**config.mk**
```make
export PLATFORM = sky130hd
export DESIGN_NAME = sci_ram
export DESIGN_NICKNAME = d
export VERILOG_FILES = /design/src/rtl/sci_ram.sv
export SDC_FILE = /design/constraint.sdc
export NUM_CORES = 1
export LEC_CHECK = 0
export ABC_AREA = 1
export BUFFER_PORTS_ARGS = -buffer_cell sky130_fd_sc_hd__buf_4
export CAP_MARGIN = 20
export CORE_ASPECT_RATIO = 0.7
export CORE_MARGIN = 5
export CORE_UTILIZATION = 30
export CTS_BUF_LIST = sky130_fd_sc_hd__clkbuf_4 sky130_fd_sc_hd__clkbuf_8
export DETAILED_ROUTE_END_ITERATION = 12
export PLACE_DENSITY = 0.54
export SYNTH_ARGS = -nofsm -noshare
export SYNTH_HDL_FRONTEND = slang
export SYNTH_SLANG_ARGS = --single-unit
```
**constraint.sdc**
```tcl
create_clock -name clk_i -period 3.5 [get_ports clk_i]
set_clock_uncertainty 0.1 [all_clocks]
set_input_delay 0.7 -clock clk_i [delete_from_list [all_inputs] [get_ports clk_i]]
set_output_delay 0.7 -clock clk_i [all_outputs]
set_load 0.05 [all_outputs]
```
**src/rtl/sci_ram.sv**
```systemverilog
// Generic single-port-write, single-port-read RAM with registered read data.
`default_nettype none
module sci_ram #(
  parameter int unsigned WIDTH = 8,
  parameter int unsigned DEPTH = 16
) (
  input  wire logic                     clk_i,
  input  wire logic                     we_i,
  input  wire logic [$clog2(DEPTH)-1:0] waddr_i,
  input  wire logic [WIDTH-1:0]         wdata_i,
  input  wire logic                     re_i,
  input  wire logic [$clog2(DEPTH)-1:0] raddr_i,
  output logic      [WIDTH-1:0]         rdata_o
);

  logic [WIDTH-1:0] mem [DEPTH];

  always_ff @(posedge clk_i) begin
    if (we_i) begin
      mem[waddr_i] <= wdata_i;
    end
    if (re_i) begin
      rdata_o <= mem[raddr_i];
    end
  end

endmodule
`default_nettype wire

```
; Word-level counts from Yosys, hierarchy flattened
; Memory sizes are Yosys's and may differ from the RTL's. A register that Yosys moved wholly into a read port is not among the register bits.
; Cells that the tools add are included.
[classes]
n_addsub = 0
multipliers = 0
n_div = 0
n_lt_le_gt_ge = 0
eq_ne = 0
shift = 0
muxes = 2
n_bitwise = 0
n_reduce_logical = 0
[ops]
columns = cell, count
row1 = 1-bit 2-to-1 mux, 2
[totals]
register_bits = 0
latch_bits = 0
ramBits = 128
rom_bits = 0
in_bits = 19
elab_cells = 3
n_memories = 1
[memory_table]
columns = memory, words, width, read_ports, rd_ports_with_merged_regs, write_ports, line_no
row1 = mem, 16, 8, 1, 1, 1, 16  ; logic [WIDTH-1:0] mem [DEPTH];

; Logic depth before layout (Yosys ltp)
; Gate-level depths: netlist of the first run.
[depth]
depth_word = 2
depth_mapped = 8

; Worst setup path before layout of the first run
; No wires, ideal clock.
[synth_path]
path_type = input to register
start = input port waddr_i[2]
end = memory mem[10][0], enable pin
setup_time_ps = 370
t_arrival_ps = 1281
slack_ps = 1749
stages = 2
path_cell_list = nand3b_1 -> nor2_1
[synth_rtl]
columns = item, line_no
row1 = "start, declared", 9  ; input wire logic [$clog2(DEPTH)-1:0] waddr_i,
row2 = "end, declared", 16
; Straight into the memory's write port.

==> run_results.csv, run 1 <==
group,metric,value,unit
layout,fin_nets,594,
synth,yosysWarnings,0,
place,hpwl,8784,um
setup_path,rr_worst_depth,6,
sta,slew_violations,0,
clock_tree,cts-htree-levels,4,
sta,tns,0,ps
clock_tree,cts_tree,"built",
layout,regArea,4084,um^2
setup_path,reg2reg_slack,2110,ps
setup_path,rr_endpoint,"rdata_o[1]$_DFFE_PP_",
routing,wl,13840,um
sta,finalSetupViolations,0,
sta,period_needed,2029,ps
sta,post-route-period-util,0.5798,
floorplanning,fp.dieH,126.8,um
setup_path,crit_start,"raddr_i[0]",
layout,num-fill-cells,1947,
power_and_ir_drop,p_int,0.002605,W
routing,drtIter0Drc,468,
power_and_ir_drop,pwr-share-clk,0.388,
layout,final_common_cell,"nand2_1",
routing,routed_via_density,4.444,
routing,drtAntennaViolNets,0,
synth,synth_fp_nets,570,
routing,vias,3786,
place,port_buffers,26,
power_and_ir_drop,p_comb_frac,0.074,
clock_tree,clk_latency,440,ps
routing,route.detailed.drc,0,
clock_tree,hold_buffers,0,
global_routing,grt_first_pass_wirelength,21430,um
floorplanning,dieArea,22430,um^2
clock_tree,ctsLongestPathBuffers,2,
clock_tree,cts.sinks,136,
layout,mostFrequentLayoutCells,"173 x nand2_1, 136 x edfxtp_1, 100 x inv_1",
global_routing,grt.total_usage,0.1290,
clock_tree,numCtsBuffers,17,
synth,yosysSeqAreaShare,0.6985,
synth,ys_ff_latch,136,
clock_tree,cts-root-buf,"clkbuf_8",
global_routing,first_global_vias,3626,
routing,wl_per_cell,16.24,um
synth,syn_avg_cell_area,10.61,um^2
synth,ys_types,11,
synth,syn-cell-area,5847,um^2
synth,synth_cells,551,
status,status,"finished clean",
floorplanning,core,19020,um^2
routing,dr.pass1.iters,5,
floorplanning,boundaryPins,27,
layout,drive_gt1_frac,0.1037,
setup_path,crit_top_cell,"nand3_1",
setup_path,setup.worst_path.class,"in -> reg",
layout,multiInputGateArea,1214,um^2
power_and_ir_drop,p_sw_frac,0.2390,
layout,syn2layout_area_growth,13.33,%
worst_hold_path,hold_class,"in -> reg",
power_and_ir_drop,seqPwrFrac,0.539,
place,dp_cells,820,
sta,tightest_slew,878.4,ps
sta,relSlewSlack,0.4122,
setup_path,r2r_start,"mem[8][1]$_DFFE_PP_",
power_and_ir_drop,p_leak,2.771,nW
clock_tree,post_cts_resized,0,
sta,rsz0062_at_grt,"no",
global_routing,grt_max_degree,65,
clock_tree,post_cts_buffers,0,
floorplanning,die_x,176.9,um
setup_path,cp_num_buf_inv,3,
floorplanning,row_count,42,
floorplanning,initial_core_util,0.3074,
place,gp_congestion,0.8622,
setup_path,endpoint,"rdata_o[3]$_DFFE_PP_",
setup_path,cp.arrival,2130,ps
setup_path,cpMaxStageDelayCell,"inv_2",
setup_path,critical-path-top-delay-family,"buffers and inverters",
sta,max_freq,492.8,MHz
clock_tree,clkTransAtPathRegs,80,ps
setup_path,endpoint_kind,"register",
setup_path,cp_slowest_stage_delay,610,ps
setup_path,cp_data_required_time,3600,ps
power_and_ir_drop,vdd_drop_max,0.2338,mV
flow_run,maxCapViolations,0,
setup_path,crit_fanout,49,
layout,antennaDiodeCount,0,
sta,hold_viol,0,
power_and_ir_drop,powerDensity,516.5,nW/um^2
setup_path,cp-start-kind,"input pin",
setup_path,path_cells,"buf_4, inv_2, buf_4, nand2_1, nand3_1, nand3_1, nand3_1, nand2_1",
setup_path,critical_path_depth,8,
layout,final-instance-count-excl-fill,852,
global_routing,gr-total-overflow,0,
global_routing,antenna_found_initial,0,
power_and_ir_drop,p_sw,0.0008181,W
[area by class of cell]
| cell class | instances | share of cell area |
|---|---|---|
| Timing Repair Buffer | 29 | 0.03285 |
| Clock inverter | 14 | 0.02360 |
| Sequential cell | 136 | 0.6163 |
| Clock buffer | 18 | 0.03644 |
| Tap cell | 264 | 0.04985 |
| Multi-Input combinational cell | 289 | 0.1832 |
| Inverter | 102 | 0.05778 |
[cells in the mapped netlist (all sizes together)]
master / count / area [um^2]
edfxtp: 136 / 4084
nand2: 173 / 649.4
nand3: 97 / 485.5
buf: 24 / 166.4
nor2: 17 / 63.81
nand3b: 2 / 15.01
inv: 102 / 382.9
[metal layers]
layer	global-route usage	vias up	wire length [um]
li1	-	1825	-
met1	0.1940	1812	6773
met2	0.1796	133	5829
met3	0.03659	16	1054
met4	0.04047	0	179
met5	0	-	0
[power by group through the flow]
stage	Sequential [W]	Combinational, W	Clock [W]
floorplan	0.00190	0.000129	0
global placement	0.00188	0.000250	0
detailed placement	0.00188	0.000252	0
CTS	0.00184	0.000253	0.00134
global route	0.00185	0.000279	0.00142
finish	0.00184	0.000252	0.00133
[worst min-delay path by stage]
stage | start | end | slack, ps | cells after the start
after floorplan | mem[10][0]$_DFFE_PP_ | rdata_o[0]$_DFFE_PP_ | 580 | 6
after global placement | mem[14][4]$_DFFE_PP_ | rdata_o[4]$_DFFE_PP_ | 610 | 6
after detailed placement | mem[12][2]$_DFFE_PP_ | rdata_o[2]$_DFFE_PP_ | 620 | 6
after CTS | re_i | rdata_o[5]$_DFFE_PP_ | 430 | 1
after global routing | re_i | rdata_o[5]$_DFFE_PP_ | 440 | 1
final | re_i | rdata_o[5]$_DFFE_PP_ | 440 | 1
[logic make-up after synthesis]
kind of cell           synth area share
buffers and inverters           0.09394
and+or+nand+nor                  0.2076
DFF                              0.6985
[metrics by stage]
stage	instance area (um^2)	worst slack, ps	total power, W	utilization	hold WS [ps]
2_1_floorplan	5847	1749	0.002034	-	582.9
3_3_place_gp	6228	1043	0.002130	0.3274	611.8
3_5_place_dp	6228	1030	0.002133	0.3274	618.8
4_1_cts	6626	1500	0.003440	0.3483	427.7
5_1_grt	6626	1324	0.003550	0.3483	436.6
6_report	6626	1471	0.003423	0.3483	440.3
[registers in the layout, indices dropped and copies added (netlist names)]
name     count
rdata_o      8
mem        128
Power figures use the tool's default switching activity.
==> run 2, diff against run 1 <==
clock period = 1.9 ns   (was 3.5 ns; I/O delays follow)
==> run 2 against run 1 <==
Effect of this change: via count fell by 0.63%; register-to-register slack got worse by 1400 ps; non-clock buffer count grew 22; final cell count up 2.5%; sequential share of layout area is 2.1 points lower; final area increased by 3.6%.
==> run_results.csv, run 2 (synthesis gave the netlist of run 1 again) <==
group,metric,value,unit
status,status,"finished clean",
setup_path,r2r_start,"mem[5][6]$_DFFE_PP_",
clock_tree,post_cts_resized,0,
sta,whs,158.0,ps
layout,top_register,"mem",
routing,dr.pass1.iters,4,
setup_path,rr_worst_depth,6,
global_routing,antenna_found_initial,0,
power_and_ir_drop,p_comb_frac,0.074,
setup_path,rr_endpoint,"rdata_o[6]$_DFFE_PP_",
clock_tree,clk_latency,440,ps
clock_tree,ctsLongestPathBuffers,2,
setup_path,cp-start-kind,"register",
layout,top_regs,"mem (128), rdata_o (8)",
routing,route.detailed.drc,0,
sta,period_needed,1651,ps
layout,post-route-util,0.3608,
clock_tree,cts-root-buf,"clkbuf_8",
power_and_ir_drop,p_sw,0.001464,W
layout,antennaDiodeCount,0,
place,dp_cells,842,
layout,final_common_cell,"nand2_1",
routing,routed_via_density,4.309,
power_and_ir_drop,p_leak,2.909,nW
setup_path,cp_data_required_time,1420,ps
power_and_ir_drop,p_sw_frac,0.2281,
clock_tree,clkTransAtPathRegs,70,ps
place,port_buffers,26,
setup_path,cp_num_buf_inv,1,
setup_path,setup.worst_path.class,"reg -> out",
place,hpwl,8966,um
sta,relSlewSlack,0.7312,
power_and_ir_drop,seqPwrFrac,0.530,
worst_hold_path,holdPathStages,1,
routing,drtAntennaViolNets,0,
sta,slew_violations,0,
global_routing,grt_max_degree,59,
layout,syn2layout_area_growth,17.40,%
clock_tree,cts-htree-levels,4,
floorplanning,core,19020,um^2
clock_tree,cts.sinks,136,
place,gp_congestion,0.7733,
floorplanning,initial_core_util,0.3074,
sta,finalSetupViolations,0,
setup_path,path_cells,"buf_4",
clock_tree,post_cts_buffers,0,
setup_path,reg2reg_slack,710,ps
power_and_ir_drop,vdd_drop_max,0.5623,mV
worst_hold_path,hp-start,"re_i",
routing,vias,3762,
routing,drtIter0Drc,258,
layout,fin_nets,616,
clock_tree,numCtsBuffers,17,
layout,final-instance-count-excl-fill,873,
global_routing,gr-total-overflow,0,
flow_run,maxCapViolations,0,
setup_path,critical-path-top-delay-family,"flip-flops",
power_and_ir_drop,powerDensity,935.0,nW/um^2
sta,hold_viol,0,
layout,drive_gt1_frac,0.1346,
global_routing,first_global_vias,3607,
worst_hold_path,holdPathEnd,"rdata_o[5]$_DFFE_PP_",
routing,wl,13460,um
setup_path,cpMaxStageDelayCell,"edfxtp_1",
sta,rsz0062_at_grt,"no",
setup_path,cp.arrival,1170,ps
global_routing,grt.total_usage,0.1250,
global_routing,grt_first_pass_wirelength,20860,um
routing,wl_per_cell,15.42,um
layout,mostFrequentLayoutCells,"173 x nand2_1, 136 x edfxtp_1, 100 x inv_1",
sta,post-route-period-util,0.8688,
clock_tree,cts_tree,"built",
setup_path,cp_slowest_stage_delay,490,ps
clock_tree,hold_buffers,0,
sta,max_freq,605.8,MHz
setup_path,endpoint_kind,"output port",
power_and_ir_drop,p_total,0.006418,W
power_and_ir_drop,pwr-share-clk,0.396,
floorplanning,fp.dieH,126.8,um
floorplanning,boundaryPins,27,
sta,tns,0,ps
layout,largest_reg_flops,128,
floorplanning,die_x,176.9,um
floorplanning,row_count,42,
power_and_ir_drop,p_int,0.004954,W
floorplanning,dieArea,22430,um^2
sta,tightest_slew,403.2,ps
worst_hold_path,hold_class,"in -> reg",
setup_path,crit_fanout,1,
## run 2: cell count changes in the layout (fill, tap and decap cells not counted)
cell / before / now
buf_12: 0 / 4
clkinv_2: 5 / 2
clkinvlp_4: 1 / 2
bufinv_16: 3 / 4
buf_4: 29 / 47
## run 2: how the worst max path moves through the flow
stage	start	to	slack (ps)	cells past startpoint
floorplan	waddr_i[2]	mem[10][0]$_DFFE_PP_	470	2
global placement	raddr_i[0]	rdata_o[6]$_DFFE_PP_	290	7
detailed placement	raddr_i[0]	rdata_o[4]$_DFFE_PP_	260	7
CTS	rdata_o[7]$_DFFE_PP_	rdata_o[7]	240	1
global route	rdata_o[7]$_DFFE_PP_	rdata_o[7]	230	1
finish	rdata_o[7]$_DFFE_PP_	rdata_o[7]	250	1
## run 2: metal layers
| metal | track usage | up-vias | wire length (um) |
|---|---|---|---|
| met2 | 0.1744 | 101 | 5659 |
| li1 | - | 1870 | - |
| met4 | 0.04002 | 0 | 142 |
| met1 | 0.1863 | 1781 | 6793 |
| met3 | 0.03629 | 10 | 862 |
| met5 | 0 | - | 0 |
## run 2: power by group through the flow
stage	clock network [W]	registers (W)	logic, W
after detailed placement	0	0.00347	0.000480
after floorplan	0	0.00351	0.000237
final	0.00254	0.00340	0.000474
after CTS	0.00259	0.00340	0.000482
after global placement	0	0.00347	0.000476
after global routing	0.00272	0.00341	0.000526
## run 2: through the flow
stage | cell area, um^2 | setup slack, ps
finish | 6864 | 249.3
global route | 6864 | 233.8
CTS | 6864 | 244.1
detailed placement | 6444 | 264.1
global placement | 6444 | 290.8
floorplan | 5847 | 469.2
## run 2: cell type report
class | count | area, um^2
Clock buffer | 18 | 241.5
Clock inverter | 13 | 178.9
Fill cell | 1916 | 12160
Inverter | 102 | 382.9
Multi-Input combinational cell | 289 | 1214
Sequential cell | 136 | 4084
Tap cell | 264 | 330.3
Timing Repair Buffer | 51 | 432.9
