===== src/rtl/sci_pkg.sv =====
// Shared types, constants and saturation helpers for the spectrum channel integrator.
`default_nettype none
package sci_pkg;

  localparam int unsigned CHANNELS_DEF = 1024;
  localparam int unsigned SUM_W        = 48;
  localparam int unsigned VAL_W        = 32;
  localparam int unsigned CNT_W        = 16;
  localparam int unsigned CH_W         = 10;
  localparam int unsigned WORD_W       = 32;
  localparam int unsigned ENTRY_W      = 2 * SUM_W + CNT_W;

  localparam logic [1:0] STAT_OK    = 2'd0;
  localparam logic [1:0] STAT_FLAG  = 2'd1;
  localparam logic [1:0] STAT_BLANK = 2'd2;

  localparam logic [1:0] CFG_NOFLAG = 2'd0;
  localparam logic [1:0] CFG_MINOR1 = 2'd1;
  localparam logic [1:0] CFG_MINOR2 = 2'd2;

  typedef enum logic [1:0] {
    ST_IDLE,
    ST_CALC,
    ST_DIV,
    ST_PUSH
  } state_e;

  typedef struct packed {
    logic start;
    logic done;
  } div_ctl_t;

  function automatic logic signed [SUM_W-1:0] sat48(input logic signed [SUM_W:0] v);
    logic signed [SUM_W-1:0] r;
    if (v[SUM_W] != v[SUM_W-1]) begin
      r = v[SUM_W] ? {1'b1, {(SUM_W-1){1'b0}}} : {1'b0, {(SUM_W-1){1'b1}}};
    end else begin
      r = v[SUM_W-1:0];
    end
    return r;
  endfunction

  function automatic logic signed [CNT_W-1:0] sat16(input logic signed [CNT_W:0] v);
    logic signed [CNT_W-1:0] r;
    if (v[CNT_W] != v[CNT_W-1]) begin
      r = v[CNT_W] ? {1'b1, {(CNT_W-1){1'b0}}} : {1'b0, {(CNT_W-1){1'b1}}};
    end else begin
      r = v[CNT_W-1:0];
    end
    return r;
  endfunction

endpackage
`default_nettype wire


===== src/rtl/sci_div.sv =====
// Bit-serial signed divider: two 48-bit numerators by one 16-bit count, saturating.
`default_nettype none
module sci_div (
  input  wire logic                                   clk_i,
  input  wire logic                                   rst_ni,
  input  wire sci_pkg::div_ctl_t                      ctl_i,
  input  wire logic signed [sci_pkg::SUM_W-1:0]      num_re_i,
  input  wire logic signed [sci_pkg::SUM_W-1:0]      num_im_i,
  input  wire logic signed [sci_pkg::CNT_W-1:0]      den_i,
  output sci_pkg::div_ctl_t                           ctl_o,
  output logic signed      [sci_pkg::SUM_W-1:0]      q_re_o,
  output logic signed      [sci_pkg::SUM_W-1:0]      q_im_o
);

  localparam int unsigned SW = sci_pkg::SUM_W;
  localparam int unsigned CW = sci_pkg::CNT_W;
  localparam int unsigned KW = $clog2(SW);

  logic          run_q, done_q;
  logic [KW-1:0] cnt_q;
  logic [SW-1:0] sh_re_q, sh_im_q;
  logic [CW-1:0] rem_re_q, rem_im_q, den_q;
  logic          neg_re_q, neg_im_q;

  logic [CW:0]   tr_re, tr_im;
  logic          ge_re, ge_im;

  assign tr_re = {rem_re_q, sh_re_q[SW-1]};
  assign tr_im = {rem_im_q, sh_im_q[SW-1]};
  assign ge_re = tr_re >= {1'b0, den_q};
  assign ge_im = tr_im >= {1'b0, den_q};

  always_ff @(posedge clk_i or negedge rst_ni) begin
    if (!rst_ni) begin
      run_q  <= 1'b0;
      done_q <= 1'b0;
      cnt_q  <= '0;
    end else begin
      done_q <= run_q && (cnt_q == KW'(SW - 1));
      if (ctl_i.start) begin
        run_q <= 1'b1;
        cnt_q <= '0;
      end else if (run_q) begin
        if (cnt_q == KW'(SW - 1)) begin
          run_q <= 1'b0;
        end
        cnt_q <= cnt_q + 1'b1;
      end
    end
  end

  always_ff @(posedge clk_i) begin
    if (ctl_i.start) begin
      sh_re_q  <= num_re_i[SW-1] ? SW'(-num_re_i) : num_re_i;
      sh_im_q  <= num_im_i[SW-1] ? SW'(-num_im_i) : num_im_i;
      den_q    <= den_i[CW-1] ? CW'(-den_i) : den_i;
      neg_re_q <= num_re_i[SW-1] ^ den_i[CW-1];
      neg_im_q <= num_im_i[SW-1] ^ den_i[CW-1];
      rem_re_q <= '0;
      rem_im_q <= '0;
    end else if (run_q) begin
      rem_re_q <= ge_re ? CW'(tr_re - {1'b0, den_q}) : tr_re[CW-1:0];
      rem_im_q <= ge_im ? CW'(tr_im - {1'b0, den_q}) : tr_im[CW-1:0];
      sh_re_q  <= {sh_re_q[SW-2:0], ge_re};
      sh_im_q  <= {sh_im_q[SW-2:0], ge_im};
    end
  end

  // quotient magnitude is at most 2^47; only the positive side can overflow
  always_comb begin
    if (neg_re_q)         q_re_o = SW'(-sh_re_q);
    else if (sh_re_q[SW-1]) q_re_o = {1'b0, {(SW-1){1'b1}}};
    else                  q_re_o = sh_re_q;
    if (neg_im_q)         q_im_o = SW'(-sh_im_q);
    else if (sh_im_q[SW-1]) q_im_o = {1'b0, {(SW-1){1'b1}}};
    else                  q_im_o = sh_im_q;
  end

  assign ctl_o.start = run_q;
  assign ctl_o.done  = done_q;

endmodule
`default_nettype wire


===== config.mk =====
export PLATFORM = sky130hd
export DESIGN_NAME = sci_div
export DESIGN_NICKNAME = d
export VERILOG_FILES = /design/src/rtl/sci_pkg.sv /design/src/rtl/sci_div.sv
export SDC_FILE = /design/constraint.sdc
export NUM_CORES = 1
export LEC_CHECK = 0
export BUFFER_PORTS_ARGS = -buffer_cell sky130_fd_sc_hd__buf_2
export CAP_MARGIN = 20
export CORE_MARGIN = 2
export CORE_UTILIZATION = 55
export CTS_CLUSTER_SIZE = 25
export DETAILED_ROUTE_END_ITERATION = 8
export GPL_TIMING_DRIVEN = 0
export PLACE_DENSITY_LB_ADDON = 0.1
export SLEW_MARGIN = 20
export SYNTH_ARGS = -nofsm -noshare
export SYNTH_HDL_FRONTEND = slang
export SYNTH_SLANG_ARGS = --single-unit

===== constraint.sdc =====
create_clock -name clk_i -period 9.4 [get_ports clk_i]
set_clock_uncertainty 0.2 [all_clocks]
set_input_delay 1.88 -clock clk_i [delete_from_list [all_inputs] [get_ports clk_i]]
set_output_delay 1.88 -clock clk_i [all_outputs]
set_load 0.02 [all_outputs]

Word-level counts from Yosys, hierarchy flattened
Index checks and enable logic that the tools add are counted.
{"block": "totals", "regBits": 154, "input_bits": 116, "output_inout_bits": 98, "elab_cells": 44}
{"block": "classes", "n_addsub": 8, "n_lt_le_gt_ge": 2, "n_eq_ne": 1, "mux": 18, "bitwise_logic": 2, "reduce_logical": 2}
{"cell": "48-bit two-way mux", "count": 8}
{"cell": "48-bit negator", "count": 4}
{"cell": "47-bit two-way mux", "count": 2}
{"cell": "17-bit by 16-bit >= comparator with 1-bit output", "count": 2}
{"cell": "16-bit two-way mux", "count": 2}
{"cell": "16-bit subtractor", "count": 2}
{"cell": "16-bit negator", "count": 1}
{"cell": "15-bit two-way mux", "count": 1}
{"cell": "6-bit two-way mux", "count": 2}
{"cell": "6-bit by 1-bit adder with 6-bit output, second input constant", "count": 1}
{"cell": "6-bit == test, second input constant", "count": 1}
{"cell": "1-bit two-way mux", "count": 3}
{"cell": "2-bit nonzero test", "count": 1}
{"cell": "1-bit XOR", "count": 2}
{"cell": "1-bit logical AND", "count": 1}

Depth between registers and ports, before layout
Gate-level depths: netlist of the first run.
{"block": "depth", "depth_word": 4, "mapped_depth": 12, "mapped_depth_nobuf": 10}

Worst setup path after synthesis of the first run
No wires, ideal clock.
{"block": "synth_path", "path_kind": "input to register", "startpoint": "in ctl_i[1] (netlist name)", "endpoint": "reg rem_im_q[10]", "setup_time_ns": 0.242, "arrival_ns": 4.595, "required_ns": 8.958, "path_slack_ns": 4.363, "stages": 5, "path_buffers": 2, "cell_sequence": "clkbuf_1 > nor2_1 > clkbuf_1 > inv_1 > o32ai_1"}
{"element": "from (decl)", "line": "sci_div.sv:6", "text": "input wire sci_pkg::div_ctl_t ctl_i,"}
{"element": "to (signal assigned)", "line": "sci_div.sv:63", "text": "rem_im_q <= ge_im ? CW'(tr_im - {1'b0, den_q}) : tr_im[CW-1:0];"}
{"element": "to (decl)", "line": "sci_div.sv:22", "text": "logic [CW-1:0] rem_re_q, rem_im_q, den_q;"}

Final worst setup path of the first run
{"block": "layout_path", "startpoint": "reg sh_re_q[20]", "endpoint": "out q_re_o[47] (netlist name)"}
{"block": "layout_via", "elab_chain_cells": 2}
{"element": "from (decl)", "line": "sci_div.sv:21", "text": "logic [SW-1:0] sh_re_q, sh_im_q;"}
{"element": "from (signal assigned)", "line": "sci_div.sv:54", "text": "sh_re_q <= num_re_i[SW-1] ? SW'(-num_re_i) : num_re_i;"}
{"element": "from (signal assigned)", "line": "sci_div.sv:64", "text": "sh_re_q <= {sh_re_q[SW-2:0], ge_re};"}
{"element": "48-bit negator", "line": "sci_div.sv:71", "text": "if (neg_re_q) q_re_o = SW'(-sh_re_q);"}
{"element": "48-bit two-way mux", "line": "sci_div.sv:71"}
{"element": "to (decl)", "line": "sci_div.sv:11", "text": "output logic signed [sci_pkg::SUM_W-1:0] q_re_o,"}
No other way between the ends.

==> qor.txt, run 1 <==
Cell Pwr Density = 163 nW/µm²
DR vias = 13900
Cell Area, Synth = 12900 µm²
Syn Inst Count = 1602
Leak = 5.64 nW
flops & latches, synth = 154
Worst R2R End = rem_re_q[8]
critical path type = flop to output pin
fmax = 0.170 GHz
R2R depth = 12
GRT overflow = 0
Hold Startpoint = rem_re_q[11]
CTS Sinks = 154
Syn Nets = 1758
DRT iter0 DRCs = 1465
crit start category = flop
commonest non-fill, non-tap cell in the layout = buf_2
Crit. Startpoint = sh_re_q[20]
initial antenna violation count = 2
Seq/Total Area, Yosys = 0.330
syn avg cell area = 8.07 µm²
Final nets = 1990
Worst Path Required = 7.32 ns
Worst Hold Class = flop to flop
largest net degree at the start of global routing = 56
Final Setup Violations = 0
placer congestion estimate = 0.991
status = finished clean
CTS tree = yes
Fill cells = 2058
worst slew pin tran = 1.04 ns
reg-to-reg startpoint = den_q[1]
Worst-path clk slew = 0.06 ns
post-synth top area cell = edfxtp_1
DR pass1 iterations = 7
Avg Vias per Cell = 6.40
die area = 24800 µm²
Area Growth Syn to Fin = 16.7%
# IOs = 214
Arr. time, crit path = 3.82 ns
hold buffer count at CTS = 0
Final Cycle Share = 0.627
post-DR wirelength/cell = 20.1 µm
Synth area leaders = edfxtp_1, a21oi_1, xor2_1, nor2_1, dfxtp_1
Root Driver = clkbuf_16
number of global-route vias before repair = 12600
flop2flop setup slack = 5.35 ns
asr flop ratio synth = 0.0519
Hold Violations, Final = 0
setup ws final = 3.50 ns
count of flip-flops with a built-in enable after synthesis = 114
yosys warns = 0
share of the synthesized area in the top cell type = 0.265
final core utilization = 0.649
Crit. End Element = output pin
Place WS = 4.03 ns
max_cap viols = 0
count of pins over their slew limit = 0
Yosys cell types = 71
Die Y = 157 µm
H-tree levels = 4
share of post-route cells with drive strength above 1 = 0.171
RSZ-0062 raised after global routing = false
Core Area = 23300 µm²
GRT Resource Usage Total = 0.346
crit path max fanout = 9
Tmin final = 5.90 ns
# rows = 56
first-pass GRT wire length = 66800 µm
most frequent cells in the layout = buf_2, nor2_1, a21oi_1
Die Wd = 157 µm
Worst IR Drop VDD = 0.130 mV
Routed Antenna Nets = 0
Setup crit end = q_re_o[47]
detailed-route DRC error count = 0
cts repair resizes = 0
CTS max path bufs = 2
TritonCTS buffer count = 17
DRT Wirelength = 43600 µm
DP Wirelength = 32400 µm
Max-Slew Margin vs Limit = 0.303
setup TNS = 0 ns
prevailing post-synth register cell = edfxtp_1
Initial Util = 0.556
Clk Latency, worst-skew pair = 0.44 ns
IO Port Bufs = 211
number of setup buffers added after CTS = 0
-- state kept, by name, summed over array words and instances, names as in the netlist --
signal and flops:
done_q 1, run_q 1, rem_im_q 16, sh_re_q 48
neg_im_q 1, rem_re_q 16, sh_im_q 48, neg_re_q 1
cnt_q 6, den_q 16
-- critical path, cell delays in order (launching register included) --
cell      delay (ns)
edfxtp_1        0.44
or3_1           0.43
nor3_1          0.66
nand4_1         0.48
or4_1           0.67
nor4b_2         0.31
xnor2_1         0.16
nor2_1          0.06
buf_2           0.18
-- cell usage after synthesis, types with 16 or more instances --
master / count
xor2_1: 82
or3_1: 37
o22a_1: 18
nor2_1: 175
mux2_2: 39
nand4_1: 22
ha_1: 38
nor4_1: 16
dfxtp_1: 32
edfxtp_1: 114
a31oi_1: 45
o21ai_0: 118
or4_1: 19
nand2b_1: 18
inv_1: 44
nand2_1: 160
nand3_1: 53
xnor2_1: 47
nor3_1: 50
a21oi_1: 167
o31ai_1: 40
clkbuf_1: 70
-- report_power, final --
group | total, mW | internal (mW) | switching (mW)
combinational | 0.784 | 0.287 | 0.498
sequential | 0.916 | 0.824 | 0.0928
clock | 0.763 | 0.462 | 0.301
-- worst min-delay path by stage --
stage	endpoint	slack, ns	cells after the start
finish	rem_re_q[11]	0.29	2
global route	rem_re_q[11]	0.31	2
CTS	rem_re_q[11]	0.29	2
detailed placement	rem_re_q[15]	0.28	1
global placement	rem_re_q[15]	0.27	1
floorplan	rem_re_q[15]	0.25	1
-- metal layers --
metal / up-vias / track usage / routed length (µm)
met5: - / 0 / 0
met4: 0 / 0.166 / 1780
met3: 118 / 0.0639 / 4120
met2: 792 / 0.543 / 19900
met1: 6523 / 0.462 / 17800
li1: 6458 / - / -
-- metrics by stage --
step / cell area, µm² / hold WS (ns) / power, mW / instances
4_1_cts: 15100 / 0.288 / 2.45 / 2166
2_1_floorplan: 12900 / 0.250 / 1.41 / 1602
6_report: 15100 / 0.289 / 2.46 / 2169
5_1_grt: 15100 / 0.308 / 2.57 / 2168
3_3_place_gp: 14400 / 0.269 / 1.68 / 2132
3_5_place_dp: 14400 / 0.276 / 1.69 / 2134
-- cells by family (layout without fill, tap and decap cells) --
kind of cell / Yosys count / count (layout) / synth area share
mux: 43 / 43 / 0.0371
fa+ha+maj: 40 / 40 / 0.0399
buf+inv: 126 / 371 / 0.0371
flops: 154 / 154 / 0.330
other cells: 0 / 3 / 0
compound gates: 494 / 494 / 0.237
xor+xnor: 129 / 129 / 0.0874
simple gates: 616 / 616 / 0.232
-- final cells by class --
type                       count  area [µm²]  area share
antenna                        3        7.51    0.000498
buffer                        82         315      0.0209
clock buffer                  22         497      0.0329
clock inverter                10         151      0.0100
inverter                      44         170      0.0113
multi-input combinational   1322        8200       0.543
sequential                   154        4260       0.283
tap                          319         399      0.0265
timing repair buffer         213        1090      0.0721
No activity file was read; power rests on OpenSTA's default activity.
==> run 2: changes to the inputs <==
--- a/config.mk
+++ b/config.mk
@@ -8,7 +8,7 @@
 export BUFFER_PORTS_ARGS = -buffer_cell sky130_fd_sc_hd__buf_2
 export CAP_MARGIN = 20
 export CORE_MARGIN = 2
-export CORE_UTILIZATION = 55
+export CORE_UTILIZATION = 53
 export CTS_CLUSTER_SIZE = 25
 export DETAILED_ROUTE_END_ITERATION = 8
 export GPL_TIMING_DRIVEN = 0
==> constraint.sdc (replaced) <==
create_clock -name clk_i -period 4.9 [get_ports clk_i]
set_clock_uncertainty 0.2 [all_clocks]
set_input_delay 0.98 -clock clk_i [delete_from_list [all_inputs] [get_ports clk_i]]
set_output_delay 0.98 -clock clk_i [all_outputs]
set_load 0.02 [all_outputs]
==> run 2 against run 1 <==
Net effect:
- power is 90% higher
- critical path depth is 1 higher
- design area hardly changed
- sequential share of layout area hardly changed
- worst setup slack worse by 3.4 ns
- via count is 0.51% lower
- utilization is 2.3 points lower
- worst hold slack worse by 0.11 ns
- first-iteration DRC count is 21% higher
==> qor.txt, run 2 (synthesis gave the netlist of run 1 again) <==
status = finished clean
crit path max fanout = 7 (-2)
GRT Resource Usage Total = 0.335 (-0.0111)
DP Wirelength = 32800 µm (+1.4%)
flop2flop setup slack = 0.70 ns (-4.65 ns)
Worst R2R End = rem_re_q[8]
Placed Area = 14400 µm² (about the same)
# rows = 57 (+1.8%)
die area = 25700 µm² (+3.7%)
RSZ-0062 raised after global routing = false
IO Port Bufs = 211 (unchanged)
post-DR wirelength/cell = 20.2 µm (+0.56%)
Die Y = 160 µm (+1.8%)
max_cap viols = 0 (unchanged)
H-tree levels = 4 (unchanged)
Cell Pwr Density = 311 nW/µm² (+90%)
R2R depth = 12 (unchanged)
Core Area = 24100 µm² (+3.6%)
Final nets = 1990 (unchanged)
Leak = 5.63 nW (-0.24%)
Initial Util = 0.537 (-0.0195)
critical path type = flop to output pin
Routed Antenna Nets = 0 (unchanged)
worst slew pin tran = 0.892 ns (-0.146 ns)
setup TNS = 0 ns (unchanged)
largest net degree at the start of global routing = 68 (+21%)
final non-filler cell area = 15100 µm² (about the same)
Crit. End Element = output pin
share of post-route cells with drive strength above 1 = 0.173 (+0.00162)
DRT iter0 DRCs = 1776 (+21%)
Max-Slew Margin vs Limit = 0.399 (+0.0961)
first-pass GRT wire length = 68600 µm (+2.6%)
most frequent cells in the layout = buf_2, nor2_1, a21oi_1
Clk Latency, worst-skew pair = 0.44 ns (about the same)
initial antenna violation count = 1 (-1)
Tmin final = 4.77 ns
commonest non-fill, non-tap cell in the layout = buf_2
Fill cells = 2206 (+7.2%)
TritonCTS buffer count = 17 (unchanged)
Area Growth Syn to Fin = 16.7% (about the same)
Worst-path clk slew = 0.07 ns (about the same)
fmax = 0.210 GHz
DR pass1 iterations = 6 (-1)
CTS tree = yes
Hold Violations, Final = 0 (unchanged)
Top Registers = sh_im_q: 48 flops, sh_re_q: 48 flops
count of pins over their slew limit = 0 (unchanged)
DR vias = 13800 (-0.51%)
CTS Sinks = 154 (unchanged)
detailed-route DRC error count = 0 (unchanged)
GRT overflow = 0 (unchanged)
Worst Path Required = 3.72 ns (-3.60 ns)
CTS max path bufs = 2 (unchanged)
Final Cycle Share = 0.973
Worst Hold Class = input pin to async pin
Arr. time, crit path = 3.59 ns (-0.23 ns)
crit start category = flop
Avg Vias per Cell = 6.36 (-0.65%)
Final Setup Violations = 0 (unchanged)
Worst IR Drop VDD = 0.234 mV (+79%)
reg-to-reg startpoint = den_q[1]
Root Driver = clkbuf_16
# IOs = 214 (unchanged)
DRT Wirelength = 43900 µm (+0.70%)
placer congestion estimate = 0.957 (-3.4%)
Die Wd = 160 µm (+1.8%)
number of global-route vias before repair = 12900 (+1.7%)
Crit. Startpoint = sh_re_q[5]
[run 2: cell types whose count changed in the layout (fill, tap and decap cells not counted), sizes merged]
cell      before  now
inv           47   44
clkinvlp       0    5
bufinv         3    4
clkbuf        92   90
clkinv         4    3
diode          3    1
[run 2: worst max-delay path, stage by stage (launching register included)]
cell and delay (ns):
edfxtp_1 0.46, or4_1 0.68, nor3_4 0.37, nand4_1 0.14
buf_4 0.20, or4_1 0.54, nor4b_2 0.31, xnor2_1 0.09
nor2_1 0.16, buf_2 0.20
[run 2: cell type report]
class | count | area [µm²] | share of cell area
inverters | 44 | 170 | 0.0113
well taps | 324 | 405 | 0.0269
diodes | 1 | 2.50 | 0.000166
plain buffers | 82 | 317 | 0.0210
clock buffers | 20 | 437 | 0.0289
multi-input cells | 1322 | 8230 | 0.545
flip-flops and latches | 154 | 4260 | 0.283
repair buffers | 213 | 1090 | 0.0723
clock inverters | 12 | 175 | 0.0116
[run 2: metrics by stage]
step	utilization	cells	power (mW)	hold slack, ns	setup WS (ns)
2_1_floorplan	-	1602	2.71	0.250	0.763
3_3_place_gp	0.597	2137	3.22	0.264	-1.38
4_1_cts	0.625	2170	4.66	0.171	0.0402
3_5_place_dp	0.599	2138	3.25	0.266	0.300
5_1_grt	0.626	2172	4.88	0.186	0.0425
6_report	0.626	2172	4.69	0.174	0.132
[run 2: where the power goes]
group          internal [mW]  switching, mW
sequential              1.58          0.190
clock                  0.851          0.577
combinational          0.550          0.942
total                   2.98           1.71
[run 2: timing repair]
item,4_1_cts,5_1_grt
gates resized for setup,3,5
pin swaps,0,1
buffers inserted,0,1
endpoints found under the setup margin,1,16
gates cloned,0,0
hold buffers,0,0
[run 2: how the worst max path moves through the flow]
stage,to,depth (start not counted)
CTS,q_re_o[47],8
global placement,rem_im_q[10],6
global route,q_re_o[47],9
detailed placement,q_re_o[47],8
finish,q_re_o[47],9
floorplan,rem_im_q[10],5
[run 2: per-layer routing]
layer / part of all wire / global-route usage / vias up
met1: 0.40 / 0.449 / 6459
li1: - / - / 6453
met5: 0 / 0 / -
met3: 0.10 / 0.0530 / 122
met4: 0.034 / 0.143 / 0
met2: 0.46 / 0.542 / 786
